[src/rtl/assert_macros.svh]
// ---------------------------------------------------------------------------
// Assertion macros
// Shared concurrent assertion forms for the line and column tracker.
// ---------------------------------------------------------------------------
`ifndef ASSERT_MACROS_SVH
`define ASSERT_MACROS_SVH

// Same-cycle implication, disabled while reset is high.
`define TLCT_ASSERT_IMP(name, clk, rst, ante, cons) \
  name: assert property (@(posedge clk) disable iff (rst) (ante) |-> (cons)) \
    else $error("tracker assertion failed");

// Next-cycle implication, disabled while reset is high.
`define TLCT_ASSERT_NXT(name, clk, rst, ante, cons) \
  name: assert property (@(posedge clk) disable iff (rst) (ante) |=> (cons)) \
    else $error("tracker assertion failed");

`endif

[src/rtl/tlct_pkg.sv]
// ---------------------------------------------------------------------------
// tlct_pkg
// Types, codes and constants shared by the line and column tracker.
// ---------------------------------------------------------------------------
`timescale 1ns / 1ps
`default_nettype none

package tlct_pkg;

  localparam int S_TDATA_W = 32;
  localparam int M_TDATA_W = 104;
  localparam int COUNT_W   = 22;

  localparam logic [15:0] COL_MAX      = 16'hFFFF;
  localparam logic [7:0]  NEWLINE_CHAR = 8'd10;

  typedef enum logic {
    CMD_ADVANCE = 1'b0,
    CMD_RETREAT = 1'b1
  } cmd_t;

  typedef enum logic {
    KIND_TOKEN   = 1'b0,
    KIND_RETREAT = 1'b1
  } kind_t;

  typedef enum logic [1:0] {
    STATUS_OK        = 2'd0,
    STATUS_RANGE     = 2'd1,
    STATUS_EXHAUSTED = 2'd2
  } status_t;

  typedef enum logic [2:0] {
    ST_IDLE,
    ST_SCAN,
    ST_SCAN_LAST,
    ST_CHECK,
    ST_WALK,
    ST_LOAD,
    ST_DONE
  } state_t;

  typedef struct packed {
    kind_t       kind;
    logic [31:0] begin_line;
    logic [15:0] begin_column;
    logic [31:0] end_line;
    logic [15:0] end_column;
    status_t     status;
  } result_t;

endpackage

`default_nettype wire

[src/rtl/text_line_column_tracker_core.sv]
// An advance word is taken while the core is idle and the output register is free; its
// token word is registered and offered on the next cycle, so one character per cycle is
// sustained while the sink keeps up. A retreat word scans the line lengths through the
// memory read port (SCAN, SCAN_LAST, CHECK), then, unless the count exceeds the total,
// walks (WALK trims the top line, WALK and LOAD pop a line); DONE hands off its status.
// Reset is synchronous and immediate: the top line is a register, so no clearing pass.
// ---------------------------------------------------------------------------
// text_line_column_tracker_core
// Tracks token line and column positions with a ring of line lengths.
// ---------------------------------------------------------------------------
`timescale 1ns / 1ps
`default_nettype none
`include "assert_macros.svh"

module text_line_column_tracker_core #(
  parameter int HISTORY_LINES = 64
) (
  input  wire logic        clk,
  input  wire logic        rst,
  input  wire logic        s_tvalid,
  output logic             s_tready,
  // [7:0] char_byte, [29:8] retreat_count, [31:30] zero
  input  wire logic [tlct_pkg::S_TDATA_W-1:0] s_tdata,
  // [0] command, [1] first_of_token
  input  wire logic [1:0]  s_tuser,
  // last_of_token
  input  wire logic        s_tlast,
  output logic             m_tvalid,
  input  wire logic        m_tready,
  // [31:0] begin_line, [47:32] begin_column, [79:48] end_line,
  // [95:80] end_column, [97:96] status, [103:98] zero
  output logic [tlct_pkg::M_TDATA_W-1:0] m_tdata,
  // result_kind
  output logic             m_tuser
);

  localparam int IDX_W   = $clog2(HISTORY_LINES);
  localparam int DEPTH_W = $clog2(HISTORY_LINES + 1);
  localparam int TOTAL_W = $clog2((HISTORY_LINES + 1) * 65535 + 1);
  localparam int CMP_W   = (TOTAL_W > tlct_pkg::COUNT_W) ? TOTAL_W : tlct_pkg::COUNT_W;
  localparam logic [IDX_W-1:0]   IDX_LAST   = IDX_W'(HISTORY_LINES - 1);
  localparam logic [DEPTH_W-1:0] DEPTH_FULL = DEPTH_W'(HISTORY_LINES);
  localparam logic [IDX_W:0]     IDX_SPAN   = (IDX_W + 1)'(HISTORY_LINES);

  tlct_pkg::state_t state, state_next;

  logic [15:0]        top_len, top_len_next;
  logic [31:0]        top_line, top_line_next;
  logic [IDX_W-1:0]   top_idx, top_idx_next;
  logic [IDX_W-1:0]   bottom_idx, bottom_idx_next;
  logic [DEPTH_W-1:0] depth, depth_next;
  logic [31:0]        tb_line, tb_line_next;
  logic [15:0]        tb_col, tb_col_next;
  logic [tlct_pkg::COUNT_W-1:0] count, count_next;
  logic [TOTAL_W-1:0] total, total_next;
  logic [IDX_W-1:0]   scan_addr, scan_addr_next;
  logic [DEPTH_W-1:0] scan_i, scan_i_next;
  logic               pend, pend_top;
  tlct_pkg::status_t  status, status_next;

  logic               accept, adv, ret, first, is_nl;
  logic [15:0]        cur_inc, take, rdata;
  logic [IDX_W-1:0]   top_inc, top_dec, bottom_inc, scan_inc;
  logic               count_zero, top_zero, depth_zero, full, range_err, pop;
  logic               out_free, out_load;
  logic               mem_we;
  logic [IDX_W-1:0]   mem_raddr;
  logic [15:0]        mem_wdata;
  tlct_pkg::result_t  out_data;
  logic [31:0]        tok_bline;
  logic [15:0]        tok_bcol, tok_ecol;
  logic [IDX_W:0]     idx_sum, idx_top_ext;
  logic               ring_ok, code_ok;

  assign accept = s_tvalid && s_tready;
  assign adv    = accept && (s_tuser[0] == tlct_pkg::CMD_ADVANCE);
  assign ret    = accept && (s_tuser[0] == tlct_pkg::CMD_RETREAT);
  assign first  = s_tuser[1];
  assign is_nl  = s_tdata[7:0] == tlct_pkg::NEWLINE_CHAR;

  assign cur_inc    = (top_len == tlct_pkg::COL_MAX) ? top_len : top_len + 16'd1;
  assign top_inc    = (top_idx == IDX_LAST) ? '0 : top_idx + 1'b1;
  assign top_dec    = (top_idx == '0) ? IDX_LAST : top_idx - 1'b1;
  assign bottom_inc = (bottom_idx == IDX_LAST) ? '0 : bottom_idx + 1'b1;
  assign scan_inc   = (scan_addr == IDX_LAST) ? '0 : scan_addr + 1'b1;

  assign count_zero = count == '0;
  assign top_zero   = top_len == 16'd0;
  assign depth_zero = depth == '0;
  assign full       = depth == DEPTH_FULL;
  assign range_err  = CMP_W'(count) > CMP_W'(total);
  assign take       = (tlct_pkg::COUNT_W'(top_len) > count) ? count[15:0] : top_len;
  assign pop        = (state == tlct_pkg::ST_WALK) && !count_zero && top_zero && !depth_zero;

  // Token location: a trailing newline reports the end on the line it closed.
  always_comb begin
    tok_bline = first ? top_line : tb_line;
    tok_bcol  = first ? cur_inc : tb_col;
    tok_ecol  = cur_inc;
    if (is_nl) begin
      tok_ecol = cur_inc - 16'd1;
      if (cur_inc == tok_bcol) begin
        tok_bcol = tok_ecol;
      end
    end
  end

  always_comb begin
    state_next = state;
    unique case (state)
      tlct_pkg::ST_IDLE: begin
        if (ret) begin
          state_next = tlct_pkg::ST_SCAN;
        end
      end
      tlct_pkg::ST_SCAN: begin
        if (scan_i == depth) begin
          state_next = tlct_pkg::ST_SCAN_LAST;
        end
      end
      tlct_pkg::ST_SCAN_LAST: begin
        state_next = tlct_pkg::ST_CHECK;
      end
      tlct_pkg::ST_CHECK: begin
        state_next = range_err ? tlct_pkg::ST_DONE : tlct_pkg::ST_WALK;
      end
      tlct_pkg::ST_WALK: begin
        priority if (count_zero) begin
          state_next = tlct_pkg::ST_DONE;
        end else if (top_zero && depth_zero) begin
          state_next = tlct_pkg::ST_DONE;
        end else if (top_zero) begin
          state_next = tlct_pkg::ST_LOAD;
        end
      end
      tlct_pkg::ST_LOAD: begin
        state_next = (rdata == 16'd0) ? tlct_pkg::ST_DONE : tlct_pkg::ST_WALK;
      end
      tlct_pkg::ST_DONE: begin
        if (out_free) begin
          state_next = tlct_pkg::ST_IDLE;
        end
      end
      default: begin
        state_next = tlct_pkg::ST_IDLE;
      end
    endcase
  end

  always_comb begin
    s_tready  = (state == tlct_pkg::ST_IDLE) && out_free;
    mem_raddr = (state == tlct_pkg::ST_WALK) ? top_dec : scan_addr;
    mem_we    = (adv && is_nl) || pop;
    mem_wdata = adv ? cur_inc : top_len;
    out_load  = (adv && s_tlast) || ((state == tlct_pkg::ST_DONE) && out_free);
    if (state == tlct_pkg::ST_DONE) begin
      out_data = '{kind: tlct_pkg::KIND_RETREAT, begin_line: 32'd0, begin_column: 16'd0,
                   end_line: 32'd0, end_column: 16'd0, status: status};
    end else begin
      out_data = '{kind: tlct_pkg::KIND_TOKEN, begin_line: tok_bline,
                   begin_column: tok_bcol, end_line: top_line, end_column: tok_ecol,
                   status: tlct_pkg::STATUS_OK};
    end
  end

  always_comb begin
    top_len_next    = top_len;
    top_line_next   = top_line;
    top_idx_next    = top_idx;
    bottom_idx_next = bottom_idx;
    depth_next      = depth;
    tb_line_next    = tb_line;
    tb_col_next     = tb_col;
    count_next      = count;
    total_next      = total;
    scan_addr_next  = scan_addr;
    scan_i_next     = scan_i;
    status_next     = status;

    if (pend) begin
      total_next = total + TOTAL_W'(pend_top ? top_len : rdata);
    end

    unique case (state)
      tlct_pkg::ST_IDLE: begin
        if (adv) begin
          if (first) begin
            tb_line_next = top_line;
            tb_col_next  = cur_inc;
          end
          if (is_nl) begin
            top_len_next  = 16'd0;
            top_idx_next  = top_inc;
            top_line_next = top_line + 32'd1;
            if (full) begin
              bottom_idx_next = bottom_inc;
            end else begin
              depth_next = depth + 1'b1;
            end
          end else begin
            top_len_next = cur_inc;
          end
        end
        if (ret) begin
          count_next     = s_tdata[29:8];
          scan_addr_next = bottom_idx;
          scan_i_next    = '0;
          total_next     = '0;
          status_next    = tlct_pkg::STATUS_OK;
        end
      end
      tlct_pkg::ST_SCAN: begin
        scan_addr_next = scan_inc;
        scan_i_next    = scan_i + 1'b1;
      end
      tlct_pkg::ST_SCAN_LAST: begin
      end
      tlct_pkg::ST_CHECK: begin
        if (range_err) begin
          status_next = tlct_pkg::STATUS_RANGE;
        end
      end
      tlct_pkg::ST_WALK: begin
        priority if (count_zero) begin
        end else if (!top_zero) begin
          top_len_next = top_len - take;
          count_next   = count - tlct_pkg::COUNT_W'(take);
        end else if (depth_zero) begin
          status_next = tlct_pkg::STATUS_EXHAUSTED;
        end else begin
          depth_next    = depth - 1'b1;
          top_idx_next  = top_dec;
          top_line_next = top_line - 32'd1;
        end
      end
      tlct_pkg::ST_LOAD: begin
        top_len_next = rdata;
        if (rdata == 16'd0) begin
          status_next = tlct_pkg::STATUS_EXHAUSTED;
        end
      end
      tlct_pkg::ST_DONE: begin
      end
      default: begin
      end
    endcase
  end

  always_ff @(posedge clk) begin
    if (rst) begin
      state      <= tlct_pkg::ST_IDLE;
      top_len    <= 16'd0;
      top_line   <= 32'd1;
      top_idx    <= '0;
      bottom_idx <= '0;
      depth      <= '0;
      tb_line    <= 32'd0;
      tb_col     <= 16'd0;
      pend       <= 1'b0;
    end else begin
      state      <= state_next;
      top_len    <= top_len_next;
      top_line   <= top_line_next;
      top_idx    <= top_idx_next;
      bottom_idx <= bottom_idx_next;
      depth      <= depth_next;
      tb_line    <= tb_line_next;
      tb_col     <= tb_col_next;
      pend       <= state == tlct_pkg::ST_SCAN;
    end
  end

  always_ff @(posedge clk) begin
    count     <= count_next;
    total     <= total_next;
    scan_addr <= scan_addr_next;
    scan_i    <= scan_i_next;
    status    <= status_next;
    pend_top  <= scan_addr == top_idx;
  end

  tlct_line_mem #(
    .DEPTH (HISTORY_LINES),
    .WIDTH (16)
  ) u_line_mem (
    .clk   (clk),
    .we    (mem_we),
    .waddr (top_idx),
    .wdata (mem_wdata),
    .raddr (mem_raddr),
    .rdata (rdata)
  );

  tlct_out_reg u_out_reg (
    .clk      (clk),
    .rst      (rst),
    .load     (out_load),
    .data     (out_data),
    .free     (out_free),
    .m_tvalid (m_tvalid),
    .m_tready (m_tready),
    .m_tdata  (m_tdata),
    .m_tuser  (m_tuser)
  );

  assign idx_sum     = (IDX_W + 1)'(bottom_idx) + (IDX_W + 1)'(depth);
  assign idx_top_ext = (IDX_W + 1)'(top_idx);
  assign ring_ok     = (idx_top_ext == idx_sum) || (idx_top_ext + IDX_SPAN == idx_sum);
  assign code_ok     = (m_tdata[97:96] == tlct_pkg::STATUS_OK) ||
                       (m_tdata[97:96] == tlct_pkg::STATUS_RANGE) ||
                       (m_tdata[97:96] == tlct_pkg::STATUS_EXHAUSTED);

  `TLCT_ASSERT_IMP(a_ring_span, clk, rst, 1'b1, ring_ok)
  `TLCT_ASSERT_IMP(a_depth_bound, clk, rst, 1'b1, depth <= DEPTH_FULL)
  `TLCT_ASSERT_NXT(a_retreat_scans, clk, rst, ret, state == tlct_pkg::ST_SCAN)
  `TLCT_ASSERT_IMP(a_status_code, clk, rst, m_tvalid, code_ok)

endmodule

`default_nettype wire

[src/rtl/tlct_line_mem.sv]
// ---------------------------------------------------------------------------
// tlct_line_mem
// Line length store: one write port and one registered read port.
// ---------------------------------------------------------------------------
`timescale 1ns / 1ps
`default_nettype none

module tlct_line_mem #(
  parameter int DEPTH = 64,
  parameter int WIDTH = 16,
  localparam int AW = $clog2(DEPTH)
) (
  input  wire logic             clk,
  input  wire logic             we,
  input  wire logic [AW-1:0]    waddr,
  input  wire logic [WIDTH-1:0] wdata,
  input  wire logic [AW-1:0]    raddr,
  output logic      [WIDTH-1:0] rdata
);

  logic [WIDTH-1:0] mem [DEPTH];

  always_ff @(posedge clk) begin
    if (we) begin
      mem[waddr] <= wdata;
    end
  end

  always_ff @(posedge clk) begin
    rdata <= mem[raddr];
  end

endmodule

`default_nettype wire

[src/rtl/tlct_out_reg.sv]
// ---------------------------------------------------------------------------
// tlct_out_reg
// Output register for result words, decoupling the core from the sink.
// ---------------------------------------------------------------------------
`timescale 1ns / 1ps
`default_nettype none

module tlct_out_reg (
  input  wire logic                 clk,
  input  wire logic                 rst,
  input  wire logic                 load,
  input  wire tlct_pkg::result_t    data,
  output logic                      free,
  output logic                      m_tvalid,
  input  wire logic                 m_tready,
  output logic [tlct_pkg::M_TDATA_W-1:0] m_tdata,
  output logic                      m_tuser
);

  assign free = !m_tvalid || m_tready;

  always_ff @(posedge clk) begin
    if (rst) begin
      m_tvalid <= 1'b0;
    end else if (load) begin
      m_tvalid <= 1'b1;
    end else if (m_tready) begin
      m_tvalid <= 1'b0;
    end
  end

  always_ff @(posedge clk) begin
    if (load) begin
      m_tdata <= {6'd0, data.status, data.end_column, data.end_line,
                  data.begin_column, data.begin_line};
      m_tuser <= data.kind;
    end
  end

endmodule

`default_nettype wire
[config.mk]
export PLATFORM = sky130hd
export DESIGN_NAME = text_line_column_tracker_core
export DESIGN_NICKNAME = d
export VERILOG_FILES = /design/src/rtl/tlct_pkg.sv /design/src/rtl/text_line_column_tracker_core.sv /design/src/rtl/tlct_line_mem.sv /design/src/rtl/tlct_out_reg.sv
export VERILOG_INCLUDE_DIRS = /design/src /design/src/rtl
export SDC_FILE = /design/constraint.sdc
export NUM_CORES = 2
export LEC_CHECK = 0
export ABC_AREA = 1
export BUFFER_PORTS_ARGS = -buffer_cell sky130_fd_sc_hd__clkbuf_2
export CAP_MARGIN = 10
export CORE_UTILIZATION = 33
export DETAILED_ROUTE_END_ITERATION = 6
export GPL_TIMING_DRIVEN = 0
export REMOVE_ABC_BUFFERS = 1
export SLEW_MARGIN = 20
export SYNTH_ARGS = -nofsm -noshare
export SYNTH_HDL_FRONTEND = slang
export SYNTH_SLANG_ARGS = --single-unit
[constraint.sdc]
create_clock -name clk -period 21 [get_ports clk]
set_input_delay 2.1 -clock clk [delete_from_list [all_inputs] [get_ports clk]]
set_output_delay 2.1 -clock clk [all_outputs]
set_load 0.005 [all_outputs]
==> metrics.md <==
| Metric | Value |
|---|---|
| Most frequent cell after synthesis | edfxtp_1 |
| Ys Warns | 0 |
| Die width | 426 um |
| EDFF count, synth | 1160 |
| Final total power | 9.92 mW |
| Core Util, Final | 39.4% |
| Final Hold Violating Endpoints | 0 |
| DRT Pass-1 Iters | 7 |
| CTS buffer count | 141 |
| RePlAce Congestion | 0.916 |
| VDD IR-drop max | 0.0973 mV |
| CP endpoint kind | register |
| Worst setup margin | 14500 ps |
| Wire per inst | 21.1 um |
| Pre-CTS setup slack | 13660 ps |
| Num Clock Sinks | 1320 |
| CP Data Arrival Time | 6980 ps |
| Family with the most delay on the worst path | simple AND/OR/NAND/NOR gates |
| Root buffer cell | clkbuf_16 |
| Cts repair resizes | 0 |
| Hold Startpoint | top_line[31] |
| Max Cap Viol | 0 |
| WP data required | 21480 ps |
| Slowest-stage cell, CP | nand4_1 |
| Mapped Area | 0.0592 mm2 |
| Top-area cell type share of the netlist area | 58.8% |
| HPWL after DPL | 115 mm |
| Multi-input gate area | 0.0191 mm2 |
| Top FF cell, synth | edfxtp_1 |
| Grt ovf | 0 |
| Antenna violations before repair | 6 |
| Critical setup path kind | input pin to register |
| Slew Limit Fails | 0 |
| Num rows | 155 |
| Seq/Total Area, Yosys | 64.3% |
| DRT iter0 DRCs | 4446 |
| H-tree levels | 4 |
| Fmax achieved | 154 MHz |
| Clock Latency Late Sink | 820 ps |
| Pint | 5.98 mW |
| Die height | 426 um |
| Core Region | 0.178 mm2 |
| Clock power share | 24.8% |
| Synth top area cells | edfxtp_1 (59%), o21ai_0 (6.3%), nor2_1 (5.7%), dfxtp_1 (5.4%), nand2_1 (3.4%) |
| Worst-margin pin slew | 1010 ps |
| Worst Path Buf+Inv | 4 |
| Hold crit path type | register to register |
| Yosys reg bits | 1320 |
| Largest net degree at the start of global routing | 139 |
| GRT Total Usage | 18.5% |
| Sequential share of power | 34.1% |
| Io pins | 146 |
| Setup violators final | 0 |
| Crit start category | input pin |
| Clock Tree Buf Depth | 3 |
| First-pass GRT wire length | 257 mm |
| Cts hold-fix bufs | 0 |
| Reg area | 0.0380 mm2 |
| Period minus WS final | 6500 ps |
| Initial core utilization | 33.2% |
| Postcts setup bufs | 0 |
| Worst clock skew | 58.5 ps |
| Crit-path max FO | 12 |
| Status | complete, no violations |
| Vias in the first global route | 41100 |
| Number of fillers in the final layout | 16800 |
| RSZ-0062 raised after global routing | false |
| Switching power | 3.94 mW |
| Netlist cell types | 54 |
| Power Density | 141 mW/mm2 |
| Max incr delay on CP | 990 ps |
| Final #Nets | 5827 |
| Async set-or-reset flop fraction in the synthesized netlist | 0% |
| Die area | 0.181 mm2 |
| Static leakage | 24.8 nW |
| Sw frac | 39.7% |
| Area growth syn-to-layout | 18.7% |
| Setup crit start | m_tready |
| ANT nets after route | 0 |
| DRC | 0 |
| Combinational power share | 41.1% |
| Final Routed Wirelength | 171 mm |
| Crit path top cell by count | nor2_1 |
| Worst r2r src | state[1] |
| Area post-placement | 0.0657 mm2 |
| Clock transition at the registers of the reported paths | 60 ps |
| Commonest cells post-synth | edfxtp_1 (1160), nor2_1 (906), o21ai_0 (751) |
| Syn Inst Count | 5515 |
| Critical Path, Cell by Cell | clkbuf_2, nor2_1, nor2_1, nand2_1, nor2_4, inv_1, nor2_1, inv_1, o21ai_1, nand4_1, nor2_2, buf_6 |
| Via/cell ratio | 5.36 |
| CTS tree | done |
| Fin area | 0.0703 mm2 |
| Via count | 43600 |
| Biggest area consumer among synthesized cells | edfxtp_1 |
| Tcrit/Tclk final | 30.9% |
| Layout cell share with drive strength beyond 1 | 11.2% |
| PortBufs | 137 |
| Average cell area after synthesis | 10.7 um2 |
| Worst rel slew slack | 32.4% |
[through the flow]
stage / cells / hold slack [ps] / setup TNS [ps]
floorplan: 5200 / 439 / -16880
CTS: 8119 / 469 / 0
finish: 8120 / 468 / 0
detailed placement: 7868 / 460 / 0
global route: 8120 / 496 / 0
global placement: 7692 / 454 / -861570
[worst paths after layout]
check | to | depth (start not counted) | slack, ps
setup / recovery | u_line_mem.mem[62][15] | 12 | 14500
hold / removal | top_line[31] | 2 | 470
setup reg to reg | u_line_mem.mem[62][15] | 14 | 15160
hold reg to reg | top_line[31] | 2 | 470
[cell type report]
class	instances	area share, %
clock inverter	71	1.23
inverter	340	1.85
clock buffer	180	5.27
antenna	1	0.00356
timing repair buffer	313	6.14
multi-input combinational	3540	27.2
tap	2355	4.19
sequential	1320	54.1
[layout by cell type, fill, tap and decap left out, drive strengths merged, types with 32 or more instances in the layout]
master and instances:
edfxtp 1160, nor2 909, o21ai 773, nand2 557, inv 350, clkbuf 317, a21oi 228, nand3 214
buf 176, dfxtp 160, o22ai 142, o211ai 139, o221ai 129, ha 129, nor3 51, a211oi 48
clkinv 48, xor2 46, nand4 39, xnor2 32
[power groups by stage]
stage | Combinational [mW] | Sequential [mW] | Clock (mW)
2_1_floorplan | 2.43 | 3.41 | 0
3_3_place_gp | 3.78 | 3.55 | 0
3_5_place_dp | 4.01 | 3.43 | 0
4_1_cts | 4.03 | 3.38 | 2.50
5_1_grt | 4.43 | 3.39 | 2.60
6_report | 4.08 | 3.38 | 2.46
[tightest hold or removal path, stage by stage, from the launching register on]
cell	delay [ps]
dfxtp_1	310
nand2_1	60
a21oi_1	50
[routing by layer]
| layer | wire [um] | vias up | GRT usage, % |
|---|---|---|---|
| li1 | - | 20300 | - |
| met4 | 5760 | 0 | 6.97 |
| met5 | 0 | - | 0 |
| met2 | 81100 | 1661 | 30.1 |
| met3 | 12100 | 285 | 3.09 |
| met1 | 72400 | 21400 | 24.6 |
[state kept, by name, indices dropped and copies added, names as in the netlist]
| signal | cells |
|---|---|
| depth | 7 |
| bottom_idx | 6 |
| u_out_reg.m_tvalid | 1 |
| u_line_mem.rdata | 16 |
| top_idx | 6 |
| top_len | 16 |
| status | 2 |
| u_out_reg.m_tuser | 1 |
| u_out_reg.m_tdata | 98 |
| top_line | 32 |
| scan_addr | 6 |
| pend | 1 |
| tb_col | 16 |
| count | 22 |
| total | 23 |
| pend_top | 1 |
| scan_i | 7 |
| state | 3 |
| u_line_mem.mem | 1024 |
| tb_line | 32 |
[kinds of logic after synthesis]
kind of cell | Yosys count | share of synthesized area, %
AO/OA/AOI/OAI | 1514 | 14.9
XOR/XNOR | 78 | 1.15
adder cells (fa/ha/maj) | 132 | 2.83
buffers and inverters | 660 | 4.30
flip-flops | 1320 | 64.3
multiplexers | 1 | 0.0169
other | 1 | 0.00634
AND/OR/NAND/NOR | 1809 | 12.5
Note: power is estimated with default switching activity, not from simulation.
